==> src/hdl/frdq_pkg.sv <==
// ---------------------------------------------------------------------------
// frdq_pkg
// Types and constants of the flooding relay with duplicate suppression.
// ---------------------------------------------------------------------------
package frdq_pkg;

   localparam logic [1:0] KIND_RECEIVE = 2'd0;
   localparam logic [1:0] KIND_LOCAL   = 2'd1;
   localparam logic [1:0] KIND_TICK    = 2'd2;

   localparam logic RESULT_DELIVER  = 1'b0;
   localparam logic RESULT_TRANSMIT = 1'b1;

   localparam logic [1:0] CSR_NODE_ADDRESS    = 2'd0;
   localparam logic [1:0] CSR_MAX_RETRANSMITS = 2'd1;
   localparam logic [1:0] CSR_SEND_PERIOD     = 2'd2;

   localparam logic [7:0] ID_WRAP_LIMIT = 8'd240;
   localparam int SEEN_WIDTH  = 29;
   localparam int QUEUE_WIDTH = 48;

   typedef struct packed {
      logic [1:0]  kind;
      logic [15:0] origin_addr;
      logic [7:0]  frame_id;
      logic [3:0]  hop_count;
      logic [3:0]  time_to_live;
      logic [7:0]  payload_ref;
      logic        send_accepted;
   } req_type;

   typedef struct packed {
      logic        result_kind;
      logic [15:0] out_origin;
      logic [7:0]  out_id;
      logic [3:0]  out_hops;
      logic [3:0]  previous_hops;
      logic [3:0]  out_ttl;
      logic [7:0]  out_payload_ref;
      logic        overflow;
   } rsp_type;

   typedef struct packed {
      logic        valid;
      logic [15:0] origin;
      logic [7:0]  id;
      logic [3:0]  hops;
   } seen_type;

   typedef struct packed {
      logic [15:0] origin;
      logic [7:0]  id;
      logic [3:0]  hops;
      logic [3:0]  ttl;
      logic [7:0]  retx;
      logic [7:0]  pref;
   } qent_type;

endpackage

==> src/hdl/frdq_ram.sv <==
// ---------------------------------------------------------------------------
// frdq_ram
// Single-port-write, single-read RAM with registered read data.
// ---------------------------------------------------------------------------
module frdq_ram #(
   parameter int WIDTH = 8,
   parameter int DEPTH = 16
) (
   input  logic                                        clock,
   input  logic                                        wr_en,
   input  logic [((DEPTH > 1) ? $clog2(DEPTH) : 1)-1:0] wr_addr,
   input  logic [WIDTH-1:0]                            wr_data,
   input  logic [((DEPTH > 1) ? $clog2(DEPTH) : 1)-1:0] rd_addr,
   output logic [WIDTH-1:0]                            rd_data
);

   logic [WIDTH-1:0] mem_ff [DEPTH];

   always_ff @(posedge clock) begin
      if (wr_en) begin
         mem_ff[wr_addr] <= wr_data;
      end
      rd_data <= mem_ff[rd_addr];
   end

endmodule

==> src/hdl/flood_relay_dedup_queue.sv <==
// ---------------------------------------------------------------------------
// flood_relay_dedup_queue
// n-hop flooding relay: per-origin duplicate table and forwarding queue.
// ---------------------------------------------------------------------------
//  channel  direction  payload                 handshake
//  req_     in         frdq_pkg::req_type      req_valid / req_stall
//  rsp_     out        frdq_pkg::rsp_type      rsp_valid / rsp_stall
//  csr_     in         index + 16-bit data     csr_write, no wait
//
//  A received frame is scanned against the origin table one entry per cycle
//  through its read port before its result is decided and registered.
//  A re-delivery also reads and rewrites each queued entry in turn. Local
//  requests and ticks skip the table scan. After reset the table valid bits
//  are cleared entry by entry; no transaction is taken meanwhile, nor while
//  a result waits in the output register.
// ---------------------------------------------------------------------------
module flood_relay_dedup_queue #(
   parameter int SEEN_ENTRIES = 16,
   parameter int QUEUE_DEPTH  = 16
) (
   input  logic              clock,
   input  logic              reset,
   input  logic              req_valid,
   output logic              req_stall,
   input  frdq_pkg::req_type req_data,
   output logic              rsp_valid,
   input  logic              rsp_stall,
   output frdq_pkg::rsp_type rsp_data,
   input  logic              csr_write,
   input  logic [1:0]        csr_index,
   input  logic [15:0]       csr_data
);

   localparam int SW = (SEEN_ENTRIES > 1) ? $clog2(SEEN_ENTRIES) : 1;
   localparam int QW = (QUEUE_DEPTH > 1) ? $clog2(QUEUE_DEPTH) : 1;
   localparam int CW = $clog2(QUEUE_DEPTH + 1);
   localparam int SCW = $clog2(SEEN_ENTRIES + 1);
   localparam logic [SW-1:0] SEEN_LAST = SW'(SEEN_ENTRIES - 1);
   localparam logic [QW-1:0] QUEUE_LAST = QW'(QUEUE_DEPTH - 1);
   localparam logic [CW-1:0] QUEUE_FULL = CW'(QUEUE_DEPTH);

   typedef enum logic [9:0] {
      ST_CLEAR   = 10'b0000000001,
      ST_IDLE    = 10'b0000000010,
      ST_SCAN    = 10'b0000000100,
      ST_DECIDE  = 10'b0000001000,
      ST_QSCAN   = 10'b0000010000,
      ST_QWRITE  = 10'b0000100000,
      ST_ENQ     = 10'b0001000000,
      ST_TREAD   = 10'b0010000000,
      ST_TSEND   = 10'b0100000000,
      ST_OUT     = 10'b1000000000
   } state_type;

   state_type state_ff, state_in;

   logic [15:0] node_address_ff, node_address_in;
   logic [7:0]  max_retx_ff, max_retx_in;
   logic [15:0] send_period_ff, send_period_in;

   logic [QW-1:0] head_ff, head_in, tail_ff, tail_in;
   logic [CW-1:0] count_ff, count_in;
   logic [7:0]    local_id_ff, local_id_in;
   logic [15:0]   countdown_ff, countdown_in;
   logic          timer_ff, timer_in;

   frdq_pkg::req_type req_ff, req_in;
   frdq_pkg::rsp_type rsp_ff, rsp_in;
   logic              rsp_valid_ff, rsp_valid_in;

   logic [SCW-1:0] sidx_ff, sidx_in;
   logic           rd_pend_ff, rd_pend_in;
   logic           hit_ff, hit_in, free_ok_ff, free_ok_in;
   logic [SW-1:0]  hit_idx_ff, hit_idx_in, free_idx_ff, free_idx_in;
   frdq_pkg::seen_type hit_ent_ff, hit_ent_in;
   logic [CW-1:0]  k_ff, k_in;
   logic [QW-1:0]  qaddr_ff, qaddr_in;

   // table RAM
   logic                         s_we;
   logic [SW-1:0]                s_waddr, s_raddr;
   frdq_pkg::seen_type           s_wdata, s_rdata;
   // queue RAM
   logic                         q_we;
   logic [QW-1:0]                q_waddr, q_raddr;
   frdq_pkg::qent_type           q_wdata, q_rdata;

   frdq_ram #(.WIDTH(frdq_pkg::SEEN_WIDTH), .DEPTH(SEEN_ENTRIES)) u_seen (
      .clock(clock), .wr_en(s_we), .wr_addr(s_waddr), .wr_data(s_wdata),
      .rd_addr(s_raddr), .rd_data(s_rdata)
   );

   frdq_ram #(.WIDTH(frdq_pkg::QUEUE_WIDTH), .DEPTH(QUEUE_DEPTH)) u_queue (
      .clock(clock), .wr_en(q_we), .wr_addr(q_waddr), .wr_data(q_wdata),
      .rd_addr(q_raddr), .rd_data(q_rdata)
   );

   assign req_stall = (state_ff != ST_IDLE) || rsp_valid_ff;
   assign rsp_valid = rsp_valid_ff;
   assign rsp_data  = rsp_ff;

   function automatic logic [QW-1:0] qinc(input logic [QW-1:0] a);
      return (a == QUEUE_LAST) ? '0 : a + QW'(1);
   endfunction

   logic          is_new;
   logic          is_redeliver;
   logic [7:0]    diff;
   logic [7:0]    ent_ttl8;
   logic [7:0]    retx_nx;
   logic          q_full;
   logic [15:0]   period_eff;

   always_comb begin
      state_in = state_ff;
      node_address_in = node_address_ff;
      max_retx_in = max_retx_ff;
      send_period_in = send_period_ff;
      head_in = head_ff;
      tail_in = tail_ff;
      count_in = count_ff;
      local_id_in = local_id_ff;
      countdown_in = countdown_ff;
      timer_in = timer_ff;
      req_in = req_ff;
      rsp_in = rsp_ff;
      rsp_valid_in = rsp_valid_ff;
      sidx_in = sidx_ff;
      rd_pend_in = rd_pend_ff;
      hit_in = hit_ff;
      free_ok_in = free_ok_ff;
      hit_idx_in = hit_idx_ff;
      free_idx_in = free_idx_ff;
      hit_ent_in = hit_ent_ff;
      k_in = k_ff;
      qaddr_in = qaddr_ff;
      s_we = 1'b0;
      s_waddr = sidx_ff[SW-1:0];
      s_wdata = '0;
      s_raddr = sidx_ff[SW-1:0];
      q_we = 1'b0;
      q_waddr = tail_ff;
      q_wdata = q_rdata;
      q_raddr = head_ff;
      q_full = (count_ff >= QUEUE_FULL);
      period_eff = (send_period_ff == 16'd0) ? 16'd1 : send_period_ff;
      is_new = 1'b0;
      is_redeliver = 1'b0;
      diff = '0;
      ent_ttl8 = '0;
      retx_nx = '0;

      if (rsp_valid_ff && !rsp_stall) begin
         rsp_valid_in = 1'b0;
      end

      if (csr_write) begin
         unique case (csr_index)
            frdq_pkg::CSR_NODE_ADDRESS:    node_address_in = csr_data;
            frdq_pkg::CSR_MAX_RETRANSMITS: max_retx_in = csr_data[7:0];
            frdq_pkg::CSR_SEND_PERIOD:     send_period_in = csr_data;
            default: ;
         endcase
      end

      unique case (state_ff)
         ST_CLEAR: begin
            s_we = 1'b1;
            s_wdata = '0;
            if (sidx_ff[SW-1:0] == SEEN_LAST) begin
               state_in = ST_IDLE;
            end else begin
               sidx_in = sidx_ff + SCW'(1);
            end
         end
         ST_IDLE: begin
            if (req_valid && !req_stall) begin
               req_in = req_data;
               unique case (req_data.kind)
                  frdq_pkg::KIND_RECEIVE: begin
                     state_in = ST_SCAN;
                     sidx_in = '0;
                     rd_pend_in = 1'b0;
                     hit_in = 1'b0;
                     free_ok_in = 1'b0;
                  end
                  frdq_pkg::KIND_LOCAL: begin
                     if (req_data.time_to_live != 4'd0) begin
                        local_id_in = local_id_ff + 8'd1;
                        req_in.origin_addr = node_address_ff;
                        req_in.frame_id = local_id_ff;
                        req_in.hop_count = 4'd0;
                        state_in = ST_ENQ;
                     end
                  end
                  frdq_pkg::KIND_TICK: begin
                     if (timer_ff) begin
                        if (countdown_ff > 16'd1) begin
                           countdown_in = countdown_ff - 16'd1;
                        end else begin
                           countdown_in = '0;
                           timer_in = 1'b0;
                           if (count_ff != '0) begin
                              state_in = ST_TREAD;
                           end
                        end
                     end
                  end
                  default: ;
               endcase
            end
         end
         ST_SCAN: begin
            // issue read at sidx, examine data of previous read
            if (rd_pend_ff) begin
               if (s_rdata.valid) begin
                  if (!hit_ff && s_rdata.origin == req_ff.origin_addr) begin
                     hit_in = 1'b1;
                     hit_idx_in = SW'(sidx_ff - SCW'(1));
                     hit_ent_in = s_rdata;
                  end
               end else if (!free_ok_ff) begin
                  free_ok_in = 1'b1;
                  free_idx_in = SW'(sidx_ff - SCW'(1));
               end
            end
            if (sidx_ff == SCW'(SEEN_ENTRIES)) begin
               state_in = ST_DECIDE;
               rd_pend_in = 1'b0;
            end else begin
               rd_pend_in = 1'b1;
               sidx_in = sidx_ff + SCW'(1);
            end
         end
         ST_DECIDE: begin
            if (!hit_ff) begin
               is_new = 1'b1;
               if (free_ok_ff) begin
                  s_we = 1'b1;
                  s_waddr = free_idx_ff;
                  s_wdata = '{valid: 1'b1, origin: req_ff.origin_addr,
                              id: req_ff.frame_id, hops: req_ff.hop_count};
               end
            end else if (hit_ent_ff.id < req_ff.frame_id ||
                         (req_ff.frame_id == 8'd0 &&
                          hit_ent_ff.id > frdq_pkg::ID_WRAP_LIMIT)) begin
               is_new = 1'b1;
               s_we = 1'b1;
               s_waddr = hit_idx_ff;
               s_wdata = '{valid: 1'b1, origin: req_ff.origin_addr,
                           id: req_ff.frame_id, hops: req_ff.hop_count};
            end else if (hit_ent_ff.id == req_ff.frame_id &&
                         hit_ent_ff.hops < req_ff.hop_count) begin
               is_redeliver = 1'b1;
               s_we = 1'b1;
               s_waddr = hit_idx_ff;
               s_wdata = '{valid: 1'b1, origin: req_ff.origin_addr,
                           id: req_ff.frame_id, hops: req_ff.hop_count};
            end
            rsp_in = '0;
            rsp_in.result_kind = frdq_pkg::RESULT_DELIVER;
            rsp_in.out_origin = req_ff.origin_addr;
            rsp_in.out_id = req_ff.frame_id;
            rsp_in.out_hops = req_ff.hop_count;
            rsp_in.out_payload_ref = req_ff.payload_ref;
            if (is_redeliver) begin
               rsp_in.previous_hops = hit_ent_ff.hops;
               k_in = '0;
               qaddr_in = head_ff;
               rd_pend_in = 1'b0;
               state_in = ST_QSCAN;
            end else if (is_new) begin
               rsp_in.overflow = !free_ok_ff && !hit_ff;
               if (req_ff.time_to_live != 4'd0) begin
                  if (q_full) begin
                     rsp_in.overflow = 1'b1;
                     state_in = ST_OUT;
                  end else begin
                     state_in = ST_ENQ;
                  end
               end else begin
                  state_in = ST_OUT;
               end
            end else begin
               state_in = ST_IDLE;
            end
         end
         ST_QSCAN: begin
            // read entry qaddr; next cycle modify and write
            q_raddr = qaddr_ff;
            if (k_ff >= count_ff) begin
               state_in = ST_OUT;
            end else begin
               state_in = ST_QWRITE;
            end
         end
         ST_QWRITE: begin
            if (q_rdata.origin == req_ff.origin_addr && q_rdata.id == req_ff.frame_id) begin
               diff = 8'({4'd0, q_rdata.hops} - {4'd0, req_ff.hop_count});
               ent_ttl8 = {4'd0, q_rdata.ttl};
               q_we = 1'b1;
               q_waddr = qaddr_ff;
               q_wdata = q_rdata;
               q_wdata.hops = req_ff.hop_count;
               q_wdata.ttl = (diff > ent_ttl8) ? 4'd0 : 4'(ent_ttl8 - diff);
            end
            k_in = k_ff + CW'(1);
            qaddr_in = qinc(qaddr_ff);
            state_in = ST_QSCAN;
         end
         ST_ENQ: begin
            if (q_full) begin
               // only local requests reach here full
               rsp_in = '0;
               rsp_in.result_kind = frdq_pkg::RESULT_DELIVER;
               rsp_in.out_origin = req_ff.origin_addr;
               rsp_in.out_id = req_ff.frame_id;
               rsp_in.out_payload_ref = req_ff.payload_ref;
               rsp_in.overflow = 1'b1;
               state_in = ST_OUT;
            end else begin
               q_we = 1'b1;
               q_waddr = tail_ff;
               q_wdata = '{origin: req_ff.origin_addr, id: req_ff.frame_id,
                           hops: req_ff.hop_count, ttl: req_ff.time_to_live,
                           retx: 8'd0, pref: req_ff.payload_ref};
               tail_in = qinc(tail_ff);
               count_in = count_ff + CW'(1);
               if (!timer_ff) begin
                  timer_in = 1'b1;
                  countdown_in = period_eff;
               end
               state_in = (req_ff.kind == frdq_pkg::KIND_RECEIVE) ? ST_OUT : ST_IDLE;
            end
         end
         ST_TREAD: begin
            q_raddr = head_ff;
            state_in = ST_TSEND;
         end
         ST_TSEND: begin
            retx_nx = q_rdata.retx;
            state_in = ST_IDLE;
            if (q_rdata.ttl != 4'd0) begin
               rsp_in = '0;
               rsp_in.result_kind = frdq_pkg::RESULT_TRANSMIT;
               rsp_in.out_origin = q_rdata.origin;
               rsp_in.out_id = q_rdata.id;
               rsp_in.out_hops = q_rdata.hops + 4'd1;
               rsp_in.out_ttl = q_rdata.ttl - 4'd1;
               rsp_in.out_payload_ref = q_rdata.pref;
               state_in = ST_OUT;
               if (req_ff.send_accepted && q_rdata.retx != 8'd255) begin
                  retx_nx = q_rdata.retx + 8'd1;
               end
            end
            q_we = 1'b1;
            q_waddr = head_ff;
            q_wdata = q_rdata;
            q_wdata.retx = retx_nx;
            if (retx_nx >= max_retx_ff || q_rdata.ttl == 4'd0) begin
               head_in = qinc(head_ff);
               count_in = count_ff - CW'(1);
               if (count_ff != CW'(1)) begin
                  timer_in = 1'b1;
                  countdown_in = period_eff;
               end
            end else begin
               timer_in = 1'b1;
               countdown_in = period_eff;
            end
         end
         ST_OUT: begin
            rsp_valid_in = 1'b1;
            state_in = ST_IDLE;
         end
         default: state_in = ST_IDLE;
      endcase
   end

   always_ff @(posedge clock) begin
      if (reset) begin
         state_ff <= ST_CLEAR;
         node_address_ff <= '0;
         max_retx_ff <= 8'd1;
         send_period_ff <= 16'd1;
         head_ff <= '0;
         tail_ff <= '0;
         count_ff <= '0;
         local_id_ff <= '0;
         countdown_ff <= '0;
         timer_ff <= 1'b0;
         rsp_valid_ff <= 1'b0;
         sidx_ff <= '0;
         rd_pend_ff <= 1'b0;
         hit_ff <= 1'b0;
         free_ok_ff <= 1'b0;
         k_ff <= '0;
      end else begin
         state_ff <= state_in;
         node_address_ff <= node_address_in;
         max_retx_ff <= max_retx_in;
         send_period_ff <= send_period_in;
         head_ff <= head_in;
         tail_ff <= tail_in;
         count_ff <= count_in;
         local_id_ff <= local_id_in;
         countdown_ff <= countdown_in;
         timer_ff <= timer_in;
         rsp_valid_ff <= rsp_valid_in;
         sidx_ff <= sidx_in;
         rd_pend_ff <= rd_pend_in;
         hit_ff <= hit_in;
         free_ok_ff <= free_ok_in;
         k_ff <= k_in;
      end
      req_ff <= req_in;
      rsp_ff <= rsp_in;
      hit_idx_ff <= hit_idx_in;
      free_idx_ff <= free_idx_in;
      hit_ent_ff <= hit_ent_in;
      qaddr_ff <= qaddr_in;
   end

endmodule

==> config.mk <==
export PLATFORM = sky130hd
export DESIGN_NAME = flood_relay_dedup_queue
export DESIGN_NICKNAME = d
export VERILOG_FILES = /design/src/hdl/frdq_pkg.sv /design/src/hdl/frdq_ram.sv /design/src/hdl/flood_relay_dedup_queue.sv
export SDC_FILE = /design/constraint.sdc
export NUM_CORES = 2
export LEC_CHECK = 0
export ABC_AREA = 1
export BUFFER_PORTS_ARGS = -buffer_cell sky130_fd_sc_hd__buf_2
export CAP_MARGIN = 20
export CELL_PAD_IN_SITES_DETAIL_PLACEMENT = 1
export CELL_PAD_IN_SITES_GLOBAL_PLACEMENT = 2
export CORE_MARGIN = 3
export CORE_UTILIZATION = 42
export CTS_CLUSTER_SIZE = 25
export DETAILED_ROUTE_END_ITERATION = 10
export GPL_ROUTABILITY_DRIVEN = 1
export HOLD_SLACK_MARGIN = 0.15
export PLACE_DENSITY_LB_ADDON = 0.1
export SLEW_MARGIN = 10
export SYNTH_ARGS = -nofsm -noshare
export SYNTH_HDL_FRONTEND = slang
export SYNTH_SLANG_ARGS = --single-unit
==> constraint.sdc <==
create_clock -name clock -period 6.53 [get_ports clock]
set_clock_uncertainty 0.05 [all_clocks]
set_input_delay 1.959 -clock clock [delete_from_list [all_inputs] [get_ports clock]]
set_output_delay 1.959 -clock clock [all_outputs]
set_load 0.02 [all_outputs]
After elaboration in Yosys (flattened, before gate mapping) --
Memories as Yosys holds them, arrays and structs flattened. A register that Yosys moved wholly into a read port is not among the register bits. Index checks and enable logic that the tools add are counted.
Operators by class: $lt $le $gt $ge 8, div/mod/pow operators 0, shift operators 0, reductions and logical operators 52, add/sub/neg operators 15, bitwise gates (word level) 3, $mul 0, mux-type cells 112, equal/unequal tests 50
Operator list (number):
- 10-bit 2-to-1 mux | 15
- 29-bit 2-to-1 mux | 5
- 16-bit 2-to-1 mux | 9
- 48-bit one-hot mux with 3 select lines | 1
- 46-bit one-hot mux with 3 select lines | 1
- 46-bit 2-to-1 mux | 2
- 10-bit one-hot mux with 9 select lines | 1
- 28-bit 2-to-1 mux | 2
- 4-bit 2-to-1 mux | 13
- 48-bit 2-to-1 mux | 1
- 16-bit one-hot mux with 3 select lines | 1
- 1-bit 2-to-1 mux | 38
- 5-bit 2-to-1 mux | 7
- 16-bit == test | 2
- 2-bit != test (second input constant) | 16
- 10-bit one-hot mux with 3 select lines | 1
- 24-bit 2-to-1 mux | 1
- 8-bit 2-to-1 mux | 3
- 5-bit one-hot mux with 2 select lines | 2
- 4-bit by 1-bit adder with 4-bit output (second input constant) | 4
- 8-bit by 1-bit adder with 8-bit output (second input constant) | 2
- 4-bit == test (second input constant) | 4
- 8-bit == test | 2
- 16-bit by 1-bit greater-than comparator with 1-bit output (second input constant) | 1
- 55 further kinds | 106
Storage, ports and cells: input bits 66, memory bits (read-only) 0, RAM bits 1232, bits in latches 0, output and inout bits 48, memories kept 2, flip-flop bits (word level) 215, word-level logic and storage cells 278
Memories:
- u_queue.mem_ff | depth 16, bits a word 48, read ports 1, clocked after memory_dff 1, write ports 1, line frdq_ram.sv:17 | logic [WIDTH-1:0] mem_ff [DEPTH];
- u_seen.mem_ff | depth 16, bits a word 29, read ports 1, clocked after memory_dff 1, write ports 1, line frdq_ram.sv:17

Depth between registers and ports, before layout --
word-level depth 9, gate-level depth with buffers 21, depth with buffers taken out 21

Hierarchy --
From an unflattened synthesis, not the netlist that was laid out.
Unflattened totals: cells, all modules 6737, area total of the unflattened synthesis 66994.3 um^2
Modules (own cells, without submodules):
- frdq_ram (u_queue) | instances 1, cells an instance 3166, sequential area each 24023.0 um^2, area each 33803.7 um^2
- frdq_ram (u_seen) | instances 1, cells an instance 1924, sequential area each 14513.9 um^2, area each 20602.3 um^2
- flood_relay_dedup_queue | instances 1, cells an instance 1647, sequential area each 5435.2 um^2, area each 12588.3 um^2

Worst setup path before layout --
No wires, ideal clock.
path kind reg-to-reg, from register state_ff[6], to register rsp_ff, in the netlist rsp_data[0], enable pin, arrival 4.654 ns, data required time 5.961 ns, stages on the path, launching flop included 9, setup slack 1.307 ns, library setup time 0.519 ns, buffers on the path 1, clock period less this slack 5.223 ns, path through dfxtp_1 > nor2_1 > nand2_2 > nor2_2 > nand3_2 > nand2_4 > inv_1 > clkbuf_1 > a211oi_1
Between the ends: word-level cells in the longest chain between the ends 3, elaborated cells on any way between the ends 7, those cells by class eq/ne: 5; reduce/logical: 2
Ends and longest elaborated chain:
- start: declaration | line flood_relay_dedup_queue.sv:55 | state_type state_ff, state_in;
- start signal: assignment | line flood_relay_dedup_queue.sv:399 | state_ff <= state_in;
- 10-bit by 9-bit == test with 1-bit output (tied with other cells) | line flood_relay_dedup_queue.sv:166 | unique case (state_ff)
- 2-bit != test (no line) / 3-bit nonzero test (equally long branches)
- 3-bit AND reduction (no line) *
- end signal: assignment | line flood_relay_dedup_queue.sv:417 | rsp_ff <= rsp_in;
- end: declaration | line flood_relay_dedup_queue.sv:68 | frdq_pkg::rsp_type rsp_ff, rsp_in;
Mark *: on every way between the ends. The rest lies on a longest branch, timed or not. A chain may end at the register's enable or synchronous reset.

Worst setup path after layout --
from register state_ff[6], to memory u_queue.mem_ff[8][43] (netlist bit), enable pin
Between the ends: word-level cells in the longest chain between the ends 4, elaborated cells on any way between the ends 7, those cells by class eq/ne: 3; mux: 4
Ends and longest elaborated chain:
- 10-bit by 9-bit == test with 1-bit output (tied with other cells) | line flood_relay_dedup_queue.sv:166
- 1-bit one-hot mux with 3 select lines | line flood_relay_dedup_queue.sv:166
- 1-bit 2-to-1 mux | line frdq_ram.sv:20 | if (wr_en) begin
- 1-bit 2-to-1 mux (not written as such) | line frdq_ram.sv:21 | mem_ff[wr_addr] <= wr_data;
- end: declaration | line frdq_ram.sv:17
Parallel ways exist; a longest one is shown, timed or not.

==> metrics.log <==
INFO  metric drtPass1Iterations = 5
INFO  metric antenna_found_initial = 7
INFO  metric design.final.nets = 6514
INFO  metric crit_path_cell_trace = nor2_1 -> nand2_2 -> nor2_2 -> nand3_4 -> inv_2 -> nor2_1 -> o21ai_0 -> inv_1 -> nor2_1 -> nand2_1 -> nor2_4 -> buf_4
INFO  metric setup_violations = 0
INFO  metric holdCritPathClass = reg2reg
INFO  metric r2r-end = u_queue.mem_ff[8][43]$_DFFE_PP_
INFO  metric cp_dominant_cell_by_count = sky130_fd_sc_hd__nor2_1
INFO  metric hold_violations = 0
INFO  metric clk_path_buf_depth = 3
INFO  metric final_area = 0.0744 mm^2
INFO  metric drc_errors = 0
INFO  metric crit_slowest_cell = sky130_fd_sc_hd__buf_4
INFO  metric synth_async_sr_flop_share = 0
INFO  metric clk_latency = 0.81 ns
INFO  metric ctsRootBufferMaster = sky130_fd_sc_hd__clkbuf_16
INFO  metric run_status = completed
INFO  metric cts-resized-gates = 0
INFO  metric h-tree-depth = 4
INFO  metric worstRegToRegCells = 12
INFO  metric cts_num_sinks = 1524
INFO  metric gpl.final_weighted_congestion = 0.845
INFO  metric worst_setup_slack_final = 1.97 ns
INFO  metric boundaryPins = 114
INFO  metric vdd_ir_drop_max = 0.225 mV
INFO  metric syn2layout_area_growth = 13.8%
INFO  metric unrepaired_setup_endpoints_after_global_routing = no
INFO  metric cts_setup_buffers = 0
INFO  metric numCtsBuffers = 169
INFO  metric share_of_the_yosys_chip_area_belonging_to_registers = 0.672
INFO  metric hold_path.startpoint = u_seen.rd_data[10]$_DFF_P_
INFO  metric report.final.slew_viol_count = 0
INFO  metric syn-cell-area = 0.0654 mm^2
INFO  metric end_kind = register
INFO  metric cts_tree = yes
INFO  metric timing.rr.start = state_ff[6]$_SDFFE_PP0P_
INFO  metric placed_area = 0.0688 mm^2
INFO  metric worst-r2r-setup-slack = 1.97 ns
INFO  metric power.static_leakage = 29.5 nW
INFO  metric timing.setup.critical_path_class = reg2reg
INFO  metric worst_slew_pin_slew = 1.05 ns
INFO  metric ys_dominant_reg_cell = sky130_fd_sc_hd__edfxtp_1
INFO  metric power_per_cell_area = 292 mW/mm^2
INFO  metric gr-usage-all-layers = 0.260
INFO  metric dr_total_vias = 46200
INFO  metric vias_per_cell = 5.38
INFO  metric synthesis.area_per_instance = 10.4 um^2
INFO  metric synth-seq-cells = 1524
INFO  metric critPathArrivalTime = 4.92 ns
INFO  metric vias_in_the_first_global_route = 47300
INFO  metric maximum_single_stage_delay_on_the_critical_path = 0.81 ns
INFO  metric floorplan.core_area = 0.154 mm^2
INFO  metric chipWidth = 401 um
INFO  metric layout-drive-gt1-share = 0.0935
INFO  metric initial_core_util = 0.424
INFO  metric fin_tns_setup = 0 ns
INFO  metric dr.first_iter.drc_count = 3500
INFO  metric worstPathMaxFanout = 38
INFO  metric grt_first_pass_wirelength = 313000 um
INFO  metric holdPathEnd = hit_ent_ff[10]$_DFFE_PP_
INFO  metric post-route-period-util = 0.698
INFO  metric synthesis.yosys.warnings = 0
INFO  metric worst_setup_path_start_kind = register
INFO  metric max_cap_viol_count = 0
INFO  metric core.rowCount = 144
INFO  metric routed_wirelength = 212000 um
INFO  metric syn_nets = 6387
INFO  metric antenna_left = 0
INFO  metric grt-ovfl-total = 0
INFO  metric port-buffer-count = 113
INFO  metric hold_buf_cts = 0
INFO  metric dieHeight = 401 um
INFO  metric cp.required = 6.89 ns
INFO  metric clk_pin_slew_worst_paths = 0.06 ns
INFO  metric post_synth_num_cell_types = 48
INFO  metric max_slew_margin = 0.300
INFO  metric largest_net_degree_at_the_start_of_global_routing = 155
INFO  metric postSynthCellCount = 6264
INFO  metric post_drt_wl_per_cell = 24.7 um
INFO  metric number_of_flops_mapped_to_enable_cells_by_yosys = 1345
INFO  metric hold_depth = 0
INFO  metric finalWorstPathRequiredPeriod = 4.56 ns
INFO  metric timing.fmax = 220 MHz
INFO  metric dieArea = 0.160 mm^2
INFO  metric detailedPlace.worstSlack = 1.95 ns
INFO  metric detailed_place_hpwl = 131000 um
state kept, by name, summed over array words and instances, names as in the netlist, 10 cells and up:
name / count
req_ff: 43
countdown_ff: 16
rsp_data: 46
u_queue.rd_data: 48
node_address_ff: 16
hit_ent_ff: 12
u_seen.mem_ff: 464
state_ff: 10
u_seen.rd_data: 29
send_period_ff: 16
u_queue.mem_ff: 768
logic make-up (layout without fill, tap and decap cells):
kind of cell | count (synthesis) | count (layout) | synth area share
xor+xnor | 47 | 47 | 0.00629
other cells | 0 | 2 | 0
fa+ha+maj | 57 | 57 | 0.0111
flops | 1524 | 1524 | 0.672
buf+inv | 1272 | 1542 | 0.0761
simple gates | 2724 | 2724 | 0.179
compound gates | 640 | 640 | 0.0553
where the power goes:
part           switching [mW]  leakage (nW)  internal (mW)
Combinational           0.957          13.4          0.358
Clock                    4.08          2.72           5.42
Sequential              0.164          13.4           10.7
worst max-delay path, delay by kind of cell, from the launching register on:
kind                   cells  cell delay [ns]
AND/OR/NAND/NOR            8             2.13
flip-flops                 1             0.33
AO/OA/AOI/OAI              1             0.23
buffers and inverters      3             1.32
cell usage after synthesis, drive strengths merged, types with 19 or more instances:
cell	count	area [um^2]
a21oi	76	380
buf	151	772
clkbuf	160	601
dfxtp	179	3580
edfxtp	1345	40400
ha	55	688
inv	960	3600
nand2	1305	4910
nand3	805	4060
nand3b	51	383
nand4	34	213
nor2	485	1850
nor3	26	155
o211ai	19	143
o21ai	384	1930
o221ai	49	429
o22ai	91	569
xor2	40	350
layer usage:
layer,part of all wire,GRT usage,vias up
met1,0.44,0.354,23600
met4,0.027,0.0767,0
met3,0.043,0.0308,305
li1,-,-,21200
met2,0.49,0.439,1041
met5,0,0,-
placed cells by master, fill, tap and decap left out, types with 4 or more instances in the layout:
master / n
sky130_fd_sc_hd__clkbuf_1: 42
sky130_fd_sc_hd__dfxtp_1: 176
sky130_fd_sc_hd__inv_1: 945
sky130_fd_sc_hd__buf_6: 4
sky130_fd_sc_hd__nand4_1: 34
sky130_fd_sc_hd__nor4_1: 9
sky130_fd_sc_hd__or2_2: 5
sky130_fd_sc_hd__inv_16: 5
sky130_fd_sc_hd__nand3b_1: 51
sky130_fd_sc_hd__o21ai_1: 4
sky130_fd_sc_hd__ha_1: 55
sky130_fd_sc_hd__clkinv_2: 31
sky130_fd_sc_hd__nor3_1: 21
sky130_fd_sc_hd__o21a_1: 5
sky130_fd_sc_hd__o211ai_1: 19
sky130_fd_sc_hd__a21oi_1: 76
sky130_fd_sc_hd__o22ai_1: 90
sky130_fd_sc_hd__xor2_1: 40
sky130_fd_sc_hd__o21ai_2: 4
sky130_fd_sc_hd__o21ai_0: 374
sky130_fd_sc_hd__o221ai_1: 49
sky130_fd_sc_hd__buf_2: 113
sky130_fd_sc_hd__nor2_2: 8
sky130_fd_sc_hd__inv_2: 12
sky130_fd_sc_hd__nand3_2: 4
sky130_fd_sc_hd__xnor2_1: 7
sky130_fd_sc_hd__nand2_1: 1299
sky130_fd_sc_hd__nand3_1: 799
sky130_fd_sc_hd__clkbuf_16: 171
sky130_fd_sc_hd__clkinv_16: 4
sky130_fd_sc_hd__edfxtp_1: 1345
sky130_fd_sc_hd__clkinv_8: 4
sky130_fd_sc_hd__clkinv_1: 24
sky130_fd_sc_hd__nor2_4: 38
sky130_fd_sc_hd__nor3_2: 5
sky130_fd_sc_hd__buf_12: 12
sky130_fd_sc_hd__buf_4: 135
sky130_fd_sc_hd__bufinv_16: 8
sky130_fd_sc_hd__clkbuf_8: 22
sky130_fd_sc_hd__nor2_1: 439
final cells by class:
class / count / area (um^2)
clock inverter: 80 / 807
multi-input combinational: 3468 / 16800
antenna: 2 / 5.00
timing repair buffer: 267 / 1930
fill: 16700 / 80000
tap: 2044 / 2560
clock buffer: 234 / 4730
inverter: 961 / 3620
sequential: 1524 / 44000
stage by stage:
stage | std cells | hold slack (ns) | utilization | power (mW)
final | 8580 | 0.352 | 0.482 | 21.7
after floorplan | 6264 | 0.336 | - | 11.8
after CTS | 8571 | 0.351 | 0.482 | 21.9
after global routing | 8578 | 0.354 | 0.482 | 22.5
after global placement | 8247 | 0.338 | 0.445 | 12.4
after detailed placement | 8257 | 0.341 | 0.446 | 12.4
worst max-delay path by stage:
stage                                   from  cells after the start                         endpoint
floorplan           state_ff[6]$_SDFFE_PP0P_                      8            rsp_data[0]$_DFFE_PP_
global placement                req_data[42]                     11         state_ff[8]$_SDFFE_PP0P_
detailed placement              req_data[42]                     11         state_ff[5]$_SDFFE_PP0P_
CTS                 state_ff[6]$_SDFFE_PP0P_                     12  u_queue.mem_ff[0][36]$_DFFE_PP_
global route        state_ff[6]$_SDFFE_PP0P_                     12  u_queue.mem_ff[8][43]$_DFFE_PP_
finish              state_ff[6]$_SDFFE_PP0P_                     12  u_queue.mem_ff[8][43]$_DFFE_PP_
Power figures use the tool's default switching activity.
